--- config.mk ---
export PLATFORM = sky130hd
export DESIGN_NAME = prime_field_reed_solomon_encoder
export DESIGN_NICKNAME = d
export VERILOG_FILES = /design/src/pfrse_pkg.sv /design/src/pfrse_modmul.sv /design/src/pfrse_datapath.sv /design/src/pfrse_ctrl.sv /design/src/prime_field_reed_solomon_encoder.sv
export SDC_FILE = /design/constraint.sdc
export NUM_CORES = 2
export LEC_CHECK = 0
export ABC_AREA = 1
export BUFFER_PORTS_ARGS = -buffer_cell sky130_fd_sc_hd__buf_4
export CORE_MARGIN = 1.5
export CORE_UTILIZATION = 30
export CTS_CLUSTER_DIAMETER = 40
export DETAILED_ROUTE_END_ITERATION = 12
export RECOVER_POWER = 25
export REMOVE_ABC_BUFFERS = 1
export SLEW_MARGIN = 15
export SYNTH_ARGS = -nofsm -noshare
export SYNTH_HDL_FRONTEND = slang
export SYNTH_SLANG_ARGS = --single-unit
--- constraint.sdc ---
create_clock -name clk -period 12.7 [get_ports clk]
set_input_delay 2.54 -clock clk [delete_from_list [all_inputs] [get_ports clk]]
set_output_delay 2.54 -clock clk [all_outputs]
set_load 0.05 [all_outputs]
--- src/pfrse_pkg.sv ---
// Shared types, constants and GF(929) arithmetic helpers for the Reed-Solomon encoder.
`default_nettype none

package pfrse_pkg;

  // Largest number of check codewords the block supports.
  localparam int MAX_CHECK = 64;
  // Index into the coefficient stores and the width of a check count.
  localparam int IDX_W = $clog2(MAX_CHECK);
  localparam int CNT_W = $clog2(MAX_CHECK + 1);

  localparam int WORD_W  = 10;
  localparam int LEVEL_W = 4;
  localparam int PROD_W  = 2 * WORD_W;

  localparam logic [WORD_W-1:0] PRIME = 10'd929;

  // Barrett reduction: floor(p / 929) == (p * BARRETT_MULT) >> BARRETT_SHIFT
  // exactly for every product of two residues.
  localparam int BARRETT_SHIFT = 30;
  localparam int BARRETT_W     = 21;
  localparam logic [BARRETT_W-1:0] BARRETT_MULT = 21'd1155804;
  localparam int BQ_W = PROD_W + BARRETT_W;

  // Commands from the controller to the datapath.
  typedef struct packed {
    logic             item_load;
    logic             root_init;
    logic             root_step;
    logic             t_calc;
    logic             issue;
    logic             issue_gen;
    logic             issue_first;
    logic [IDX_W-1:0] issue_idx;
    logic             rd_rem;
    logic [IDX_W-1:0] rd_addr;
    logic             out_load;
    logic             out_last;
  } dp_cmd_t;

  // Status from the datapath to the controller.
  typedef struct packed {
    logic busy;
    logic out_free;
  } dp_status_t;

  // Sum of two residues, reduced.
  function automatic logic [WORD_W-1:0] mod_add(input logic [WORD_W-1:0] a,
                                                input logic [WORD_W-1:0] b);
    logic [WORD_W:0] s;
    s = {1'b0, a} + {1'b0, b};
    if (s >= {1'b0, PRIME}) begin
      s = s - {1'b0, PRIME};
    end
    return s[WORD_W-1:0];
  endfunction

  // Additive inverse of a residue.
  function automatic logic [WORD_W-1:0] mod_neg(input logic [WORD_W-1:0] a);
    logic [WORD_W-1:0] r;
    r = (a == '0) ? '0 : PRIME - a;
    return r;
  endfunction

  // Three times a residue, reduced.
  function automatic logic [WORD_W-1:0] mod_triple(input logic [WORD_W-1:0] a);
    logic [WORD_W+1:0] t;
    t = 12'(a) * 12'd3;
    if (t >= 12'(2 * 929)) begin
      t = t - 12'(2 * 929);
    end else if (t >= 12'(PRIME)) begin
      t = t - 12'(PRIME);
    end
    return t[WORD_W-1:0];
  endfunction

  // Reduce a raw 10-bit codeword into the field.
  function automatic logic [WORD_W-1:0] mod_reduce(input logic [WORD_W-1:0] a);
    logic [WORD_W-1:0] r;
    r = (a >= PRIME) ? a - PRIME : a;
    return r;
  endfunction

  // Check count for a level: two to the level plus one, none when negative,
  // clamped to the store depth.
  function automatic logic [CNT_W-1:0] level_to_count(input logic [LEVEL_W-1:0] lvl);
    logic [9:0]       kw;
    logic [CNT_W-1:0] k;
    kw = 10'd1 << ({1'b0, lvl[2:0]} + 4'd1);
    if (lvl[3]) begin
      k = '0;
    end else if (kw > 10'(MAX_CHECK)) begin
      k = CNT_W'(MAX_CHECK);
    end else begin
      k = kw[CNT_W-1:0];
    end
    return k;
  endfunction

endpackage

`default_nettype wire

--- src/pfrse_modmul.sv ---
// Three-stage pipelined multiplier modulo 929 with Barrett reduction.
`default_nettype none

module pfrse_modmul import pfrse_pkg::*; (
  input  logic              clk,
  input  logic [WORD_W-1:0] a,
  input  logic [WORD_W-1:0] b,
  output logic [WORD_W-1:0] prod
);

  logic [PROD_W-1:0] p1_r;
  logic [PROD_W-1:0] p2_r;
  logic [WORD_W-1:0] q2_r;
  logic [WORD_W-1:0] r3_r;
  logic [BQ_W-1:0]   bq;
  logic [PROD_W-1:0] qm;
  logic [PROD_W-1:0] diff;

  // Stage one: plain product of two residues.
  always_ff @(posedge clk) begin
    p1_r <= PROD_W'(a) * PROD_W'(b);
  end

  // Stage two: quotient estimate, exact for this product range.
  assign bq = BQ_W'(p1_r) * BQ_W'(BARRETT_MULT);

  always_ff @(posedge clk) begin
    q2_r <= bq[BARRETT_SHIFT+WORD_W-1:BARRETT_SHIFT];
    p2_r <= p1_r;
  end

  // Stage three: subtract the multiple of the prime.
  assign qm   = PROD_W'(q2_r) * PROD_W'(PRIME);
  assign diff = p2_r - qm;

  always_ff @(posedge clk) begin
    r3_r <= diff[WORD_W-1:0];
  end

  assign prod = r3_r;

endmodule

`default_nettype wire

--- src/pfrse_datapath.sv ---
// Coefficient stores, multiply-accumulate pipeline and output register of the encoder.
`default_nettype none

module pfrse_datapath import pfrse_pkg::*; (
  input  logic              clk,
  input  logic              rst_n,
  input  dp_cmd_t           cmd,
  output dp_status_t        status,
  input  logic [WORD_W-1:0] in_data_word,
  input  logic              out_stall,
  output logic              out_valid,
  output logic [WORD_W-1:0] out_check_word,
  output logic              out_last_check
);

  logic [WORD_W-1:0] gen_mem [MAX_CHECK];
  logic [WORD_W-1:0] rem_mem [MAX_CHECK];

  logic [WORD_W-1:0] data_r;
  logic [WORD_W-1:0] coef_r;
  logic [WORD_W-1:0] gen_rd_r;
  logic [WORD_W-1:0] rem_rd_r;
  logic [WORD_W-1:0] carry_r;

  logic              v1_r, v2_r, v3_r, v4_r;
  logic              gen1_r, gen2_r, gen3_r, gen4_r;
  logic              first1_r;
  logic [IDX_W-1:0]  j1_r, j2_r, j3_r, j4_r;
  logic [WORD_W-1:0] x2_r, x3_r, x4_r;

  logic              out_valid_r;
  logic [WORD_W-1:0] out_word_r;
  logic              out_last_r;

  logic [IDX_W-1:0]  gen_raddr;
  logic [IDX_W-1:0]  rem_raddr;
  logic              rem_rd_en;
  logic [WORD_W-1:0] x1;
  logic [WORD_W-1:0] y1;
  logic [WORD_W-1:0] prod;
  logic [WORD_W-1:0] wr_data;

  // Read addresses: the generator build reads one below the element and
  // feeds the element's own coefficient from the carry register.
  assign gen_raddr = cmd.issue_gen ? cmd.issue_idx - IDX_W'(1) : cmd.issue_idx;
  assign rem_raddr = cmd.rd_rem ? cmd.rd_addr : cmd.issue_idx - IDX_W'(1);
  assign rem_rd_en = cmd.rd_rem | (cmd.issue & ~cmd.issue_gen);

  // Generator store: written from the last pipeline stage, read on issue.
  always_ff @(posedge clk) begin
    if (v4_r && gen4_r) begin
      gen_mem[j4_r] <= wr_data;
    end
    if (cmd.issue) begin
      gen_rd_r <= gen_mem[gen_raddr];
    end
  end

  // Remainder store: cleared alongside the generator build, updated by the
  // division step.
  always_ff @(posedge clk) begin
    if (v4_r) begin
      rem_mem[j4_r] <= gen4_r ? '0 : wr_data;
    end
    if (rem_rd_en) begin
      rem_rd_r <= rem_mem[rem_raddr];
    end
  end

  // Item register and the shared coefficient (root or negated feedback).
  always_ff @(posedge clk) begin
    if (cmd.item_load) begin
      data_r <= mod_reduce(in_data_word);
    end
    if (cmd.root_init) begin
      coef_r <= PRIME - WORD_W'(1);
    end else if (cmd.root_step) begin
      coef_r <= mod_triple(coef_r);
    end else if (cmd.t_calc) begin
      coef_r <= mod_neg(mod_add(data_r, rem_rd_r));
    end
  end

  // Operand selection once the store data is back.
  always_comb begin
    if (j1_r == '0) begin
      x1 = '0;
    end else begin
      x1 = gen1_r ? gen_rd_r : rem_rd_r;
    end
    if (gen1_r) begin
      y1 = first1_r ? WORD_W'(1) : carry_r;
    end else begin
      y1 = gen_rd_r;
    end
  end

  always_ff @(posedge clk) begin
    if (v1_r) begin
      carry_r <= x1;
    end
  end

  pfrse_modmul u_modmul (
    .clk  (clk),
    .a    (coef_r),
    .b    (y1),
    .prod (prod)
  );

  // Valid bits of the pipeline stages.
  always_ff @(posedge clk) begin
    if (!rst_n) begin
      v1_r <= 1'b0;
      v2_r <= 1'b0;
      v3_r <= 1'b0;
      v4_r <= 1'b0;
    end else begin
      v1_r <= cmd.issue;
      v2_r <= v1_r;
      v3_r <= v2_r;
      v4_r <= v3_r;
    end
  end

  // Sideband that travels alongside the multiplier.
  always_ff @(posedge clk) begin
    j1_r     <= cmd.issue_idx;
    gen1_r   <= cmd.issue_gen;
    first1_r <= cmd.issue_first;
    j2_r     <= j1_r;
    gen2_r   <= gen1_r;
    x2_r     <= x1;
    j3_r     <= j2_r;
    gen3_r   <= gen2_r;
    x3_r     <= x2_r;
    j4_r     <= j3_r;
    gen4_r   <= gen3_r;
    x4_r     <= x3_r;
  end

  assign wr_data = mod_add(prod, x4_r);

  // Output register: holds a check word until the transaction completes.
  always_ff @(posedge clk) begin
    if (!rst_n) begin
      out_valid_r <= 1'b0;
    end else if (cmd.out_load) begin
      out_valid_r <= 1'b1;
    end else if (!out_stall) begin
      out_valid_r <= 1'b0;
    end
  end

  always_ff @(posedge clk) begin
    if (cmd.out_load) begin
      out_word_r <= mod_neg(rem_rd_r);
      out_last_r <= cmd.out_last;
    end
  end

  assign status.busy     = v1_r | v2_r | v3_r | v4_r;
  assign status.out_free = ~out_valid_r | ~out_stall;

  assign out_valid      = out_valid_r;
  assign out_check_word = out_word_r;
  assign out_last_check = out_last_r;

endmodule

`default_nettype wire

--- src/pfrse_ctrl.sv ---
// Controller state machine: message start, generator build, division step and readout.
`default_nettype none

module pfrse_ctrl import pfrse_pkg::*; (
  input  logic               clk,
  input  logic               rst_n,
  input  logic               in_valid,
  output logic               in_stall,
  input  logic               in_is_last,
  input  logic               cfg_valid,
  output logic               cfg_ready,
  input  logic [LEVEL_W-1:0] cfg_ecc_level,
  input  dp_status_t         status,
  output dp_cmd_t            cmd
);

  localparam logic [3:0] S_IDLE       = 4'd0;
  localparam logic [3:0] S_GEN_START  = 4'd1;
  localparam logic [3:0] S_GEN_SWEEP  = 4'd2;
  localparam logic [3:0] S_GEN_DRAIN  = 4'd3;
  localparam logic [3:0] S_T_READ     = 4'd4;
  localparam logic [3:0] S_T_CALC     = 4'd5;
  localparam logic [3:0] S_LFSR_SWEEP = 4'd6;
  localparam logic [3:0] S_LFSR_DRAIN = 4'd7;
  localparam logic [3:0] S_OUT_RD     = 4'd8;
  localparam logic [3:0] S_OUT_LOAD   = 4'd9;

  logic [3:0]         state_r, state_nxt;
  logic [LEVEL_W-1:0] level_r, level_nxt;
  logic [CNT_W-1:0]   k_r, k_nxt;
  logic [CNT_W-1:0]   i_r, i_nxt;
  logic [IDX_W-1:0]   j_r, j_nxt;
  logic [CNT_W-1:0]   oj_r, oj_nxt;
  logic               last_r, last_nxt;
  logic               in_msg_r, in_msg_nxt;

  logic               accept;
  logic [CNT_W-1:0]   k_new;

  assign cfg_ready = 1'b1;
  assign in_stall  = (state_r != S_IDLE);
  assign accept    = in_valid & (state_r == S_IDLE);
  assign k_new     = level_to_count(level_r);

  // Next state and command decode.
  always_comb begin
    state_nxt  = state_r;
    level_nxt  = level_r;
    k_nxt      = k_r;
    i_nxt      = i_r;
    j_nxt      = j_r;
    oj_nxt     = oj_r;
    last_nxt   = last_r;
    in_msg_nxt = in_msg_r;
    cmd        = '0;

    if (cfg_valid) begin
      level_nxt = cfg_ecc_level;
    end

    case (state_r)
      S_IDLE: begin
        if (accept) begin
          cmd.item_load = 1'b1;
          last_nxt      = in_is_last;
          if (!in_msg_r) begin
            // First item of a message: latch the check count.
            k_nxt      = k_new;
            in_msg_nxt = 1'b1;
            if (k_new == '0) begin
              if (in_is_last) begin
                in_msg_nxt = 1'b0;
              end
            end else begin
              cmd.root_init = 1'b1;
              i_nxt         = CNT_W'(1);
              j_nxt         = '0;
              state_nxt     = S_GEN_START;
            end
          end else if (k_r == '0) begin
            if (in_is_last) begin
              in_msg_nxt = 1'b0;
            end
          end else begin
            state_nxt = S_T_READ;
          end
        end
      end

      S_GEN_START: begin
        // Advance the root to -(3^i) for this round.
        cmd.root_step = 1'b1;
        state_nxt     = S_GEN_SWEEP;
      end

      S_GEN_SWEEP: begin
        cmd.issue       = 1'b1;
        cmd.issue_gen   = 1'b1;
        cmd.issue_idx   = j_r;
        cmd.issue_first = (CNT_W'(j_r) == i_r - CNT_W'(1));
        if (j_r == '0) begin
          state_nxt = S_GEN_DRAIN;
        end else begin
          j_nxt = j_r - IDX_W'(1);
        end
      end

      S_GEN_DRAIN: begin
        // Each round reads what the previous one wrote, so let it settle.
        if (!status.busy) begin
          if (i_r == k_r) begin
            state_nxt = S_T_READ;
          end else begin
            j_nxt     = i_r[IDX_W-1:0];
            i_nxt     = i_r + CNT_W'(1);
            state_nxt = S_GEN_START;
          end
        end
      end

      S_T_READ: begin
        cmd.rd_rem  = 1'b1;
        cmd.rd_addr = IDX_W'(k_r - CNT_W'(1));
        state_nxt   = S_T_CALC;
      end

      S_T_CALC: begin
        cmd.t_calc = 1'b1;
        j_nxt      = IDX_W'(k_r - CNT_W'(1));
        state_nxt  = S_LFSR_SWEEP;
      end

      S_LFSR_SWEEP: begin
        cmd.issue     = 1'b1;
        cmd.issue_idx = j_r;
        if (j_r == '0) begin
          state_nxt = S_LFSR_DRAIN;
        end else begin
          j_nxt = j_r - IDX_W'(1);
        end
      end

      S_LFSR_DRAIN: begin
        if (!status.busy) begin
          if (last_r) begin
            oj_nxt    = k_r;
            state_nxt = S_OUT_RD;
          end else begin
            state_nxt = S_IDLE;
          end
        end
      end

      S_OUT_RD: begin
        cmd.rd_rem  = 1'b1;
        cmd.rd_addr = IDX_W'(oj_r - CNT_W'(1));
        state_nxt   = S_OUT_LOAD;
      end

      S_OUT_LOAD: begin
        if (status.out_free) begin
          cmd.out_load = 1'b1;
          cmd.out_last = (oj_r == CNT_W'(1));
          if (oj_r == CNT_W'(1)) begin
            in_msg_nxt = 1'b0;
            state_nxt  = S_IDLE;
          end else begin
            oj_nxt    = oj_r - CNT_W'(1);
            state_nxt = S_OUT_RD;
          end
        end
      end

      default: begin
        state_nxt = S_IDLE;
      end
    endcase
  end

  // Control registers.
  always_ff @(posedge clk) begin
    if (!rst_n) begin
      state_r  <= S_IDLE;
      level_r  <= '0;
      k_r      <= '0;
      i_r      <= '0;
      j_r      <= '0;
      oj_r     <= '0;
      last_r   <= 1'b0;
      in_msg_r <= 1'b0;
    end else begin
      state_r  <= state_nxt;
      level_r  <= level_nxt;
      k_r      <= k_nxt;
      i_r      <= i_nxt;
      j_r      <= j_nxt;
      oj_r     <= oj_nxt;
      last_r   <= last_nxt;
      in_msg_r <= in_msg_nxt;
    end
  end

endmodule

`default_nettype wire

--- src/prime_field_reed_solomon_encoder.sv ---
// Top level of the GF(929) Reed-Solomon check codeword encoder.
//
//   channel  direction  handshake            payload
//   in_      input      in_valid / in_stall   in_data_word[9:0], in_is_last
//   out_     output     out_valid / out_stall out_check_word[9:0], out_last_check
//   cfg_     input      cfg_valid / cfg_ready cfg_ecc_level[3:0] (signed)
//
// At the first item of a message with k check words the generator is built in
// k rounds in the shared three-stage multiplier. Each data item then passes
// through the same multiplier pipeline, and each check word is read through
// the remainder store's read port.
// Reset is synchronous; the coefficient stores need no clearing pass.
// A stalled output holds the check word; readout waits until it is taken.
`default_nettype none

module prime_field_reed_solomon_encoder import pfrse_pkg::*; (
  input  logic                      clk,
  input  logic                      rst_n,
  input  logic                      in_valid,
  output logic                      in_stall,
  input  logic [WORD_W-1:0]         in_data_word,
  input  logic                      in_is_last,
  output logic                      out_valid,
  input  logic                      out_stall,
  output logic [WORD_W-1:0]         out_check_word,
  output logic                      out_last_check,
  input  logic                      cfg_valid,
  output logic                      cfg_ready,
  input  logic signed [LEVEL_W-1:0] cfg_ecc_level
);

  dp_cmd_t    cmd;
  dp_status_t status;

  pfrse_ctrl u_ctrl (
    .clk           (clk),
    .rst_n         (rst_n),
    .in_valid      (in_valid),
    .in_stall      (in_stall),
    .in_is_last    (in_is_last),
    .cfg_valid     (cfg_valid),
    .cfg_ready     (cfg_ready),
    .cfg_ecc_level (cfg_ecc_level),
    .status        (status),
    .cmd           (cmd)
  );

  pfrse_datapath u_datapath (
    .clk            (clk),
    .rst_n          (rst_n),
    .cmd            (cmd),
    .status         (status),
    .in_data_word   (in_data_word),
    .out_stall      (out_stall),
    .out_valid      (out_valid),
    .out_check_word (out_check_word),
    .out_last_check (out_last_check)
  );

endmodule

`default_nettype wire

==> impl_metrics.env <==
export IMPL_first_iter_violations=4086
export IMPL_status="finished with violations"
export IMPL_post_cts_setup_buffers=0
export IMPL_startpoint="u_datapath.gen1_r$_DFF_P_"
export IMPL_clock_fmax_mhz=147.7
export IMPL_dieArea_um2=240100
export IMPL_ys_warn_count=0
export IMPL_yosys_cell_types_count=64
export IMPL_worst_slew_pin_slew_ns=3.210
export IMPL_rsz0062_at_grt="no"
export IMPL_min_path_type="reg2reg"
export IMPL_cts_tree="built"
export IMPL_setup_viol=0
export IMPL_wl_per_cell_um=19.24
export IMPL_worstPathArrival_ns=7.48
export IMPL_synth_seq_area_share=0.6070
export IMPL_synth_seq_cells=1492
export IMPL_clk_latency_ns=0.82
export IMPL_drt_total_wl_mm=182.7
export IMPL_dp_cells=9146
export IMPL_synth_area_um2=71160
export IMPL_drv_cap=7
export IMPL_place_gp_congestion=0.8610
export IMPL_ios=34
export IMPL_startpoint_type="flip-flop"
export IMPL_syn_area_per_cell_um2=11.55
export IMPL_crit_buf_inv=6
export IMPL_finalClockSkew_ns=0.03402
export IMPL_core_area_um2=235600
export IMPL_fillers=23280
export IMPL_grt_start_max_net_pins=214
export IMPL_path_class="reg2reg"
export IMPL_grt_usage=0.1488
export IMPL_start_util=0.3020
export IMPL_cts_buffers=189
export IMPL_slowest_stage="a22oi_1"
export IMPL_vias_per_cell=4.985
export IMPL_max_stage_delay_ns=0.84
export IMPL_drc=0
export IMPL_cp_required_ns=13.41
export IMPL_grt_ovfl_total=0
export IMPL_clockBufferDepth=3
export IMPL_path_common_cell="inv_1"
export IMPL_slew_headroom=-1.140
export IMPL_grt_pass1_wl_mm=281.2
export IMPL_dieHeight_um=490.0
export IMPL_cts_root_buf="clkbuf_16"
export IMPL_violations="capacitance limit, slew limit"
export IMPL_drive_above_1_share=0.07801
export IMPL_cts_max_level=4
export IMPL_critPathMaxFanout=23
export IMPL_antenna_found_initial=3
export IMPL_post_dp_hpwl_mm=112.8
export IMPL_worst_setup_path_end_kind="flip-flop"
export IMPL_rows=178
export IMPL_synth_async_reset_ratio=0
export IMPL_synth_cells=6161
export IMPL_synth_edf_count=1331
export IMPL_final_setup_tns_ns=0
export IMPL_vias=47340
export IMPL_mostFrequentLayoutCells="edfxtp_1 (1,331), nor2_1 (1,067), o21ai_0 (580)"
export IMPL_numPortBuffers=32
export IMPL_ant_nets=0
export IMPL_period_share=0.5329
export IMPL_layout_cells_non_filler=9496
export IMPL_ctsResizeCount=0
export IMPL_crit_family="adder cells"
export IMPL_final_hold_violation_count=0
export IMPL_cts_hold_buffers_added=0
export IMPL_numClockSinks=1492
export IMPL_ys_flop_type="edfxtp_1"
export IMPL_fp_dieW_um=490.0
export IMPL_final_nets=6698
export IMPL_timing_rr_start="u_datapath.gen1_r$_DFF_P_"
export IMPL_syn_to_final_growth_pct=14.26
export IMPL_final_common_cell="edfxtp_1"
export IMPL_hold_start="u_datapath.x2_r[0]$_DFF_P_"
export IMPL_first_pass_iters=6
export IMPL_min_period_ns=6.768
export IMPL_clkTransAtPathRegs_ns=0.06
export IMPL_slew_violations=152
export IMPL_grt_pass1_vias=46940
-- cell families after synthesis --
| kind of cell | synth area share |
|---|---|
| adders and majority gates | 0.1063 |
| and+or+nand+nor | 0.1096 |
| buffers and inverters | 0.04818 |
| xor gates and xnor gates | 0.01510 |
| AOI/OAI and AO/OA | 0.1138 |
| other | 0.00005270 |
| DFF | 0.6070 |
-- worst reg2reg max path: cells and delay by family (launching register included) --
kind                       cells  cell delay, ns
and+or+nand+nor                4            0.61
adders and majority gates      6            2.81
DFF                            1            0.39
buffers and inverters          6            0.74
AOI/OAI and AO/OA              8            1.97
xor gates and xnor gates       1            0.15
-- cell usage after synthesis, types with 88 or more instances --
cell type	n	area [µm²]
dfxtp_1	161	3223
a21oi_1	127	635.6
ha_1	302	3779
o211ai_1	173	1299
xor2_1	88	770.7
clkbuf_1	216	810.8
o21ai_0	581	2908
nor2_1	1076	4039
inv_1	539	2023
nand3_1	213	1066
o22ai_1	93	581.8
o221ai_1	105	919.6
edfxtp_1	1331	39970
nand2_1	420	1577
fa_1	189	3784
-- state kept, by name, indices dropped and copies added, names as in the netlist, 6 cells and up --
name	count
u_datapath.out_check_word	10
u_ctrl.oj_r	7
u_datapath.j4_r	6
u_datapath.j3_r	6
u_datapath.carry_r	10
u_datapath.u_modmul.p2_r	10
u_datapath.u_modmul.p1_r	20
u_datapath.gen_rd_r	10
u_ctrl.k_r	7
u_datapath.data_r	10
u_datapath.u_modmul.prod	10
u_datapath.u_modmul.q2_r	10
u_datapath.j2_r	6
u_datapath.rem_rd_r	10
u_datapath.coef_r	10
u_ctrl.i_r	7
u_datapath.j1_r	6
u_datapath.rem_mem	640
u_ctrl.j_r	6
u_datapath.x2_r	10
u_datapath.x3_r	10
u_datapath.x4_r	10
u_datapath.gen_mem	640
-- layout make-up --
class	count	area, µm²	share of cell area
Antenna cell	1	2.502	0.00003078
Clock buffer	216	4935	0.06069
Clock inverter	133	1436	0.01767
Inverter	561	2137	0.02628
Multi-Input combinational cell	3797	24730	0.3042
Sequential cell	1492	43190	0.5312
Tap cell	3150	3941	0.04847
Timing Repair Buffer	146	937.1	0.01153
-- metal layers --
layer / up-vias / global-route usage / part of all wire / wire [µm]
met1: 23430 / 0.1994 / 0.43 / 78660
li1: 22070 / - / - / -
met4: 0 / 0.04652 / 0.027 / 4985
met5: - / 0 / 0 / 0
met2: 1527 / 0.2472 / 0.48 / 87620
met3: 314 / 0.02211 / 0.063 / 11470
-- stage by stage --
stage          area [µm²]  hold slack [ns]  setup WS [ns]    util
6_report            81310           0.3245          5.932  0.3451
5_1_grt             81310           0.3249          5.269  0.3451
4_1_cts             81490           0.3258          5.850  0.3458
3_5_place_dp        75120           0.3121          5.896  0.3188
3_3_place_gp        75120           0.3115          6.007  0.3188
2_1_floorplan       69840           0.3096          1.078       -
-- path summary, 6_finish.rpt --
kind / end / cells past startpoint / slack, ns
worst min-delay path: u_datapath.x3_r[0]$_DFF_P_ / 0 / 0.32
worst max-delay path: u_datapath.u_modmul.p1_r[18]$_DFF_P_ / 25 / 5.93
worst max register to register: u_datapath.u_modmul.p1_r[18]$_DFF_P_ / 25 / 5.93
worst min register to register: u_datapath.x3_r[0]$_DFF_P_ / 0 / 0.32
Power is left out: the tool's default activity adds up to more than one toggle a clock period on the data nets, which glitch-free logic cannot reach.
